## config.mk

```make
export PLATFORM = sky130hd
export DESIGN_NAME = chm_queue
export DESIGN_NICKNAME = d
export VERILOG_FILES = /design/src/chm_pkg.sv /design/src/chm_queue.sv
export SDC_FILE = /design/constraint.sdc
export NUM_CORES = 1
export LEC_CHECK = 0
export BUFFER_PORTS_ARGS = -buffer_cell sky130_fd_sc_hd__buf_2
export CORE_ASPECT_RATIO = 1.75
export CORE_MARGIN = 2
export CORE_UTILIZATION = 30
export CTS_CLUSTER_DIAMETER = 50
export CTS_CLUSTER_SIZE = 16
export DETAILED_ROUTE_END_ITERATION = 8
export HOLD_SLACK_MARGIN = 0.1
export PLACE_DENSITY = 0.5
export SYNTH_ARGS = -nofsm -noshare
export SYNTH_HDL_FRONTEND = slang
export SYNTH_SLANG_ARGS = --single-unit
```

## constraint.sdc

```tcl
create_clock -name clk_i -period 5.65 [get_ports clk_i]
set_clock_uncertainty 0.2 [all_clocks]
set_input_delay 0.2825 -clock clk_i [delete_from_list [all_inputs] [get_ports clk_i]]
set_output_delay 0.2825 -clock clk_i [all_outputs]
set_load 0.02 [all_outputs]
```

## src/chm_pkg.sv

```systemverilog
// chm_pkg: shared constants and types for the chained hash map.
// No dependencies.
`default_nettype none
package chm_pkg;
  localparam int unsigned MaxBuckets  = 256;
  localparam int unsigned PoolEntries = 256;
  localparam int unsigned BktW  = $clog2(MaxBuckets);
  localparam int unsigned NodeW = $clog2(PoolEntries);
  localparam int unsigned LinkW = NodeW + 1;
  localparam int unsigned CntW  = $clog2(PoolEntries + 1);
  localparam int unsigned CfgW  = 9;
  localparam int unsigned KeyW  = 31;
  localparam int unsigned ValW  = 32;

  localparam logic [LinkW-1:0] NilNode = LinkW'(PoolEntries);

  typedef enum logic [1:0] {
    OP_INSERT = 2'd0,
    OP_LOOKUP = 2'd1,
    OP_REMOVE = 2'd2,
    OP_NONE   = 2'd3
  } op_e;

  typedef enum logic [1:0] {
    ST_OK       = 2'd0,
    ST_NOTFOUND = 2'd1,
    ST_FULL     = 2'd2,
    ST_DUP      = 2'd3
  } status_e;

  typedef struct packed {
    logic [1:0]      op;
    logic [KeyW-1:0] key;
    logic [ValW-1:0] value;
    logic [BktW-1:0] bucket;
  } cmd_t;
endpackage
`default_nettype wire

```

## src/chm_queue.sv

```systemverilog
// chm_queue: two-entry command queue between front and back. Uses chm_pkg.
`default_nettype none
module chm_queue (
  input  wire logic   clk_i,
  input  wire logic   rst_ni,
  input  wire logic   in_valid_i,
  output logic        in_ready_o,
  input  chm_pkg::cmd_t in_i,
  output logic        out_valid_o,
  input  wire logic   out_ready_i,
  output chm_pkg::cmd_t out_o
);
  chm_pkg::cmd_t ent_q [2];
  logic          wp_q, rp_q;
  logic [1:0]    cnt_q;
  logic          push, pop;
  assign in_ready_o  = cnt_q != 2'd2;
  assign out_valid_o = cnt_q != 2'd0;
  assign out_o       = ent_q[rp_q];
  assign push = in_valid_i && in_ready_o;
  assign pop  = out_valid_o && out_ready_i;
  always_ff @(posedge clk_i or negedge rst_ni) begin
    if (!rst_ni) begin
      wp_q <= 1'b0;
      rp_q <= 1'b0;
      cnt_q <= '0;
    end else begin
      if (push) wp_q <= !wp_q;
      if (pop) rp_q <= !rp_q;
      cnt_q <= cnt_q + {1'b0, push} - {1'b0, pop};
    end
  end
  always_ff @(posedge clk_i) begin
    if (push) ent_q[wp_q] <= in_i;
  end
endmodule
`default_nettype wire

```

==> metrics.yaml <==
floorplanning:
  chipHeight_um: 183
  fp-row-count: 65
  start_util_pct: 30.5
  die_w_um: 106
  pin_count: 152
  die_area_mm2: 0.0195
  core-area_mm2: 0.0181
placement:
  gp_congestion: 0.675
  detailed_place_hpwl_mm: 6.86
  port_buffers: 151
synthesis:
  synth_nets: 327
  ys_ff_latch: 150
  synthCells: 249
  syn_area_per_cell_um2: 22.1
  ys_types: 19
  syn_area_mm2: 0.00551
  yosysWarnings: 0
  seq_area_frac_synth_pct: 81.4
final_layout:
  layout_commonest_cell: "buf_2"
  nets: 567
  final_util_pct: 43.5
  diodes: 0
  nFillCells: 1647
  final_cell_mix: "buf_2 (151), edfxtp_1 (146), dlygate4sd3_1 (77)"
  areaGrowthSynthToFinish_pct: 42.4
  drive_above_1_share_pct: 51.8
run:
  maxCapViolations: 0
detailed_routing:
  wl_per_cell_um: 15.4
  drc: 0
  ant_nets: 0
  drtPass1Iterations: 6
  routed_wl_mm: 11.3
  viasPerCell: 4.23
  dr_total_vias: 3115
  drt_iter0_drc: 116
clock_network:
  cts_buffer_depth: 2
  clk_pin_slew_ps: 60
  insertion_delay_ps: 420
  htreeDepth: 4
  cts_buffers: 17
  cts.sinks: 150
  cts_setup_buffers: 0
  root_buffer: "clkbuf_16"
  cts_tree: "yes"
timing:
  tns_ps: 0
  setup_violations: 0
  slew_headroom_pct: 27.3
  hold_viol_final: 0
  rsz0062_at_grt: "false"
  fin_crit_sh_pct: 49.4
  max_freq_mhz: 358
  slew_viol_final: 0
  period_needed_ps: 2790
  tightest_slew_ps: 1090
pwr:
  p_sw_mw: 1.26
  power_mw: 3.94
  powerDensity_mw_per_mm2: 503
  p_int_mw: 2.68
  switching_share_pct: 32.0
  p_comb_share_pct: 29.4
  power_frac_clock_pct: 27.7
  pwr-share-seq_pct: 42.9
  p_leak_nw: 2.93
  peakVddDrop_mv: 0.548
global_route:
  antenna_found_initial: 0
  grt_pass1_vias: 3419
  overflow: 0
  grt_util_all_layers_pct: 12.0
  grt_pass1_wl_mm: 17.4
  grt_max_degree: 75
outcome:
  status: "complete, no violations"
setup_path:
  crit_path_start_kind: "flop"
  worstPathMaxFanout: 39
  crit_required_ps: 5500
  critPathKind: "reg -> reg"
  critPathArrivalTime_ps: 2640
  cp-end-kind: "flop"
min_path:
  min_path_type: "in -> reg"
-- final cells by class --
cell class	instances	area, um^2	share of cell area [%]
multi-input combinational	91	956	12.2
clock inverter	12	130	1.66
sequential	150	4490	57.2
tap	234	293	3.73
timing repair buffer	229	1530	19.5
clock buffer	20	447	5.69
-- stage by stage --
stage	instances	setup slack (ps)	instance area [um^2]	hold WS, ps
after floorplan	249	1110	5510	-213
after global placement	627	2870	6500	-106
after detailed placement	627	2830	6500	-101
after CTS	736	2810	7850	354
after global routing	736	2600	7850	373
final	736	2860	7850	379
-- final timing paths --
| path | startpoint | endpoint | slack [ps] | cells after the start |
|---|---|---|---|---|
| max | cnt_q[0] | ent_q[0][19] | 2860 | 4 |
| min | in_i[27] | ent_q[0][27] | 380 | 2 |
| max reg2reg | cnt_q[0] | ent_q[0][19] | 2860 | 4 |
| min reg2reg | cnt_q[0] | cnt_q[0] | 410 | 1 |
| max in group asynchronous | rst_ni | rp_q | 4500 | 3 |
| min in group asynchronous | rst_ni | rp_q | 550 | 3 |
-- metal layers --
| metal | part of all wire (%) | GRT usage (%) |
|---|---|---|
| met3 | 3.8 | 2.95 |
| met1 | 35 | 10.9 |
| met4 | 3.2 | 7.06 |
| met2 | 58 | 23.3 |
| met5 | 0 | 0 |
-- cell usage after synthesis (all sizes together) --
cell type	count	area share [%]
nand2	2	0.14
nor2b	1	0.11
o21ai	1	0.091
edfxtp	146	80
ha	1	0.23
nor4bb	1	0.18
and3	1	0.14
xnor2	3	0.48
buf	8	1.5
mux2	73	15
or2	1	0.11
dfrtp	4	1.8
nand2b	1	0.11
nand3	1	0.091
a311oi	1	0.16
nor2	3	0.20
o21ba	1	0.18
-- state kept, by name (all words and copies together), names as in the netlist --
register	flops
cnt_q	2
ent_q	146
rp_q	1
wp_q	1
-- power groups by stage --
stage / Sequential (mW) / Combinational (mW) / Clock (mW)
3_3_place_gp: 1.71 / 1.14 / 0
4_1_cts: 1.70 / 1.19 / 1.13
6_report: 1.69 / 1.16 / 1.09
2_1_floorplan: 1.60 / 0.892 / 0
5_1_grt: 1.73 / 1.24 / 1.17
3_5_place_dp: 1.72 / 1.14 / 0
-- timing repair --
item                                   4_1_cts  5_1_grt
hold buffers                                77        0
endpoints found under the hold margin      154        0
gates resized for setup                      0        0
-- worst max-delay path, stage by stage, from the launching register on --
cell and delay (ps):
dfrtp_1 430, nand2b_1 180, nand2_1 140, nor2_4 820, buf_4 600
-- cells by family after synthesis --
group | Yosys count | share of synthesized area (%)
AOI/OAI and AO/OA | 3 | 0.431
xor gates and xnor gates | 3 | 0.477
adders and majority gates | 1 | 0.227
buffers and inverters | 8 | 1.45
DFF | 150 | 81.4
muxes | 73 | 14.9
and+or+nand+nor | 11 | 1.09
(Power assumes the default switching activity.)
