**src/chm_pkg.sv**
```systemverilog
// chm_pkg: shared constants and types for the chained hash map.
// No dependencies.
`default_nettype none
package chm_pkg;
  localparam int unsigned MaxBuckets  = 256;
  localparam int unsigned PoolEntries = 256;
  localparam int unsigned BktW  = $clog2(MaxBuckets);
  localparam int unsigned NodeW = $clog2(PoolEntries);
  localparam int unsigned LinkW = NodeW + 1;
  localparam int unsigned CntW  = $clog2(PoolEntries + 1);
  localparam int unsigned CfgW  = 9;
  localparam int unsigned KeyW  = 31;
  localparam int unsigned ValW  = 32;

  localparam logic [LinkW-1:0] NilNode = LinkW'(PoolEntries);

  typedef enum logic [1:0] {
    OP_INSERT = 2'd0,
    OP_LOOKUP = 2'd1,
    OP_REMOVE = 2'd2,
    OP_NONE   = 2'd3
  } op_e;

  typedef enum logic [1:0] {
    ST_OK       = 2'd0,
    ST_NOTFOUND = 2'd1,
    ST_FULL     = 2'd2,
    ST_DUP      = 2'd3
  } status_e;

  typedef struct packed {
    logic [1:0]      op;
    logic [KeyW-1:0] key;
    logic [ValW-1:0] value;
    logic [BktW-1:0] bucket;
  } cmd_t;
endpackage
`default_nettype wire

```
**src/chm_front.sv**
```systemverilog
// chm_front: accepts items and computes the bucket (key mod clamped bucket
// count, 1..256), one bit per cycle by restoring reduction. Uses chm_pkg.
`default_nettype none
module chm_front (
  input  wire logic                     clk_i,
  input  wire logic                     rst_ni,
  input  wire logic [chm_pkg::CfgW-1:0] bucket_count_q_i,
  input  wire logic                     valid_i,
  output logic                          ready_o,
  input  wire logic [1:0]               op_i,
  input  wire logic [chm_pkg::KeyW-1:0] key_i,
  input  wire logic [chm_pkg::ValW-1:0] value_i,
  output logic                          cmd_valid_o,
  input  wire logic                     cmd_ready_i,
  output chm_pkg::cmd_t                 cmd_o
);
  localparam int unsigned CW = $clog2(chm_pkg::KeyW + 1);
  logic                     busy_q, done_q;
  logic [CW-1:0]            cnt_q;
  logic [chm_pkg::KeyW-1:0] key_q;
  logic [chm_pkg::ValW-1:0] val_q;
  logic [1:0]               op_q;
  logic [chm_pkg::CfgW-1:0] rem_q, div_q;
  logic [chm_pkg::CfgW:0]   trial;
  logic [chm_pkg::CfgW-1:0] divn;

  assign ready_o = !busy_q && !done_q;
  always_comb begin
    divn = bucket_count_q_i;
    if (divn == '0) divn = chm_pkg::CfgW'(1);
    if (divn > chm_pkg::CfgW'(chm_pkg::MaxBuckets)) divn = chm_pkg::CfgW'(chm_pkg::MaxBuckets);
  end
  assign trial = {rem_q, key_q[chm_pkg::KeyW-1]} - {1'b0, div_q};

  always_ff @(posedge clk_i or negedge rst_ni) begin
    if (!rst_ni) begin
      busy_q <= 1'b0;
      done_q <= 1'b0;
      cnt_q  <= '0;
    end else if (valid_i && ready_o) begin
      busy_q <= 1'b1;
      cnt_q  <= CW'(chm_pkg::KeyW);
    end else if (busy_q) begin
      cnt_q <= cnt_q - 1'b1;
      if (cnt_q == CW'(1)) begin
        busy_q <= 1'b0;
        done_q <= 1'b1;
      end
    end else if (done_q && cmd_ready_i) begin
      done_q <= 1'b0;
    end
  end

  always_ff @(posedge clk_i) begin
    if (valid_i && ready_o) begin
      key_q <= key_i;
      val_q <= value_i;
      op_q  <= op_i;
      rem_q <= '0;
      div_q <= divn;
    end else if (busy_q) begin
      key_q <= {key_q[chm_pkg::KeyW-2:0], 1'b0};
      if (!trial[chm_pkg::CfgW]) rem_q <= trial[chm_pkg::CfgW-1:0];
      else rem_q <= {rem_q[chm_pkg::CfgW-2:0], key_q[chm_pkg::KeyW-1]};
    end
  end

  logic [chm_pkg::KeyW-1:0] key_keep_q;
  always_ff @(posedge clk_i) begin
    if (valid_i && ready_o) key_keep_q <= key_i;
  end

  assign cmd_valid_o  = done_q;
  assign cmd_o.op     = op_q;
  assign cmd_o.key    = key_keep_q;
  assign cmd_o.value  = val_q;
  assign cmd_o.bucket = rem_q[chm_pkg::BktW-1:0];
endmodule
`default_nettype wire

```
**config.mk**
```make
export PLATFORM = sky130hd
export DESIGN_NAME = chm_front
export DESIGN_NICKNAME = d
export VERILOG_FILES = /design/src/chm_pkg.sv /design/src/chm_front.sv
export SDC_FILE = /design/constraint.sdc
export NUM_CORES = 1
export LEC_CHECK = 0
export ABC_AREA = 1
export BUFFER_PORTS_ARGS = -buffer_cell sky130_fd_sc_hd__buf_4
export CORE_MARGIN = 1.5
export CORE_UTILIZATION = 35
export DETAILED_ROUTE_END_ITERATION = 16
export GPL_TIMING_DRIVEN = 0
export PLACE_DENSITY_LB_ADDON = 0.1
export SYNTH_ARGS = -nofsm -noshare
export SYNTH_HDL_FRONTEND = slang
export SYNTH_SLANG_ARGS = --single-unit
```
**constraint.sdc**
```tcl
create_clock -name clk_i -period 2.1 [get_ports clk_i]
set_input_delay 0 -clock clk_i [delete_from_list [all_inputs] [get_ports clk_i]]
set_output_delay 0 -clock clk_i [all_outputs]
set_load 0.02 [all_outputs]
```
==> impl_metrics.toml <==
[floorplanning]
start_util_pct = 36.10
row_count = 43
dieArea_mm2 = 0.01516
ios = 153
core_area_mm2 = 0.01399
die_h_um = 123.1
die_width_um = 123.1

[cells_and_area]
area.growth.synth_to_final_pct = 54.76
fillers = 1225
stdcell_count = 886
final_common_cell = "buf_4"
antenna_cells = 0
fin_area_mm2 = 0.007815
drive_gt1_share_pct = 29.89
multi_input_area_mm2 = 0.001217
finish.utilization_pct = 55.87
layout_common_cells = "buf_4, nand2_1, edfxtp_1"
finalNetCount = 785
ff_latch_area_mm2 = 0.003508

[worst_setup_path]
cp-startpoint = "busy_q"
slowest_delay_ns = 0.59
r2r_start = "busy_q"
critPathRequiredTime_ns = 2.14
cp_max_fo = 83
cp.arrival_ns = 1.96
cp-start-kind = "flip-flop"
critical_path.cell_chain = "nor2_2 > nand2_2 > inv_2 > buf_6"
slowest_stage = "buf_6"
path_class = "flip-flop to flip-flop"
cp-end-kind = "flip-flop"

[min_path]
min_path_type = "primary input to flip-flop"
hp-start = "value_i[2]"

[synth]
seq_area_frac_synth_pct = 69.47
syn_area_mm2 = 0.005050
synth-seq-cells = 121
async_reset_ff_share_pct = 5.785
synthCells = 442
synth-edff-count = 105
synth_ff_type = "edfxtp_1"
synth_fp_nets = 532
avgSynthCellArea_um2 = 11.42
yosys_warnings = 0
synth_cell_types = 31

[pwr]
pwr_density_cell_mw_per_mm2 = 1286
power.leakage_nw = 3.587
vdd_drop_max_uv = 562.3
power_mw = 10.05

[clock_network]
clkLatencyLatePin_ns = 0.41
cts_tree = "done"
numCtsBuffers = 17
clk_path_buf_depth = 2
root_buffer = "clkbuf_16"
clk_pin_slew_ns = 0.05
cts-htree-levels = 4
cts.sinks = 121

[timing]
rsz0062_at_grt = "false"
hold_ws_ns = 0.3028
slew_headroom_pct = 49.51
fin_crit_ns = 1.921
report.final.slew_viol_count = 0
finalSetupViolCount = 0
timing.final.ws_setup_ns = 0.1787
setup_tns_ns = 0
finClkSkew_ns = 0.009015
hold_violations = 0
fin_crit_sh_pct = 91.49
timing.fmax_mhz = 520.5
tightestPinTransition_ns = 0.7574

[drt]
vias = 3813
drcViolationCount = 0
drtPass1Iterations = 7
via_per_inst = 4.304
wl_per_cell_um = 13.23
drtIter0Drc = 154
detail-route-antenna-nets = 0
routed_wl_mm = 11.73

[placement]
post-place-ws_ns = -0.2548
dpl.hpwl_mm = 7.855
gp_congestion = 0.7775
placed_cell_area_mm2 = 0.006422
placed_cells = 774
numPortBuffers = 152

[global_routing]
first_global_vias = 3865
overflow = 0
grt_antenna_before_repair = 0
grt_pass1_wl_mm = 18.44
gr-usage-all-layers_pct = 16.28
grt_max_degree = 84

[run]
max_cap_viol_count = 0

[outcome]
status = "finished, final reports clean"
-- cell type report --
type	count	share of cell area, %
clock inverters	10	1.649
repair buffers	233	25.04
flip-flops and latches	121	44.89
multi-input cells	245	15.58
well taps	180	2.882
clock buffers	20	5.588
repair inverters	1	0.09606
inverters	59	2.882
plain buffers	17	1.393
-- layer usage --
metal	global-route usage, %	part of all wire [%]	up-vias
met1	19.60	42	1773
met5	0	0	-
li1	-	-	1944
met4	7.328	1.5	0
met2	26.88	51	83
met3	5.028	4.6	13
-- what timing repair did --
item | in CTS | in global routing
hold buffers | 78 | 0
gates resized for setup | 2 | 0
pin swaps | 0 | 0
cloned | 1 | 0
setup endpoints to repair | 114 | 15
endpoints found under the hold margin | 114 | 0
buffers inserted | 1 | 2
-- final timing paths --
kind	end	slack (ns)	cells past startpoint
max	key_keep_q[22]	0.18	4
min	val_q[2]	0.30	2
max reg2reg	key_keep_q[22]	0.18	4
min reg2reg	rem_q[1]	0.50	2
max in group asynchronous	busy_q	1.29	3
min in group asynchronous	cnt_q[4]	0.55	3
-- critical path, delay by kind of cell, from the launching register on --
family                 cells  cell delay [ns]
buffers and inverters      2             0.74
flip-flops                 1             0.44
AND/OR/NAND/NOR            2             0.30
-- state kept, by name, summed over array words and instances (netlist names) --
name         count
key_q           31
cmd_valid_o      1
rem_q            9
val_q           32
div_q            9
op_q             2
key_keep_q      31
busy_q           1
cnt_q            5
-- where the power goes --
part	switching (mW)	leakage [nW]	total, mW	internal (mW)
logic	2.02	2.15	3.45	1.42
clock network	0.991	0.275	2.83	1.84
registers	0.305	1.16	3.78	3.48
-- logic make-up after synthesis --
kind of cell | after synthesis | share of synthesized area, %
AND/OR/NAND/NOR | 217 | 18.86
AO/OA/AOI/OAI | 13 | 1.611
adder cells (fa/ha/maj) | 12 | 3.122
XOR/XNOR | 3 | 0.5204
flip-flops | 121 | 69.47
buffers and inverters | 76 | 6.417
-- Yosys cell counts (all sizes together) (4+ instances only) --
master | number | area [um2]
dfrtp | 7 | 175.2
nand3 | 27 | 152.7
a21oi | 6 | 41.29
buf | 13 | 87.58
inv | 59 | 221.5
edfxtp | 105 | 3153
nor2 | 16 | 77.58
clkbuf | 4 | 15.01
dfxtp | 9 | 180.2
o21ai | 5 | 25.02
nand2 | 164 | 640.6
ha | 11 | 137.6
Power figures use the tool's default switching activity.
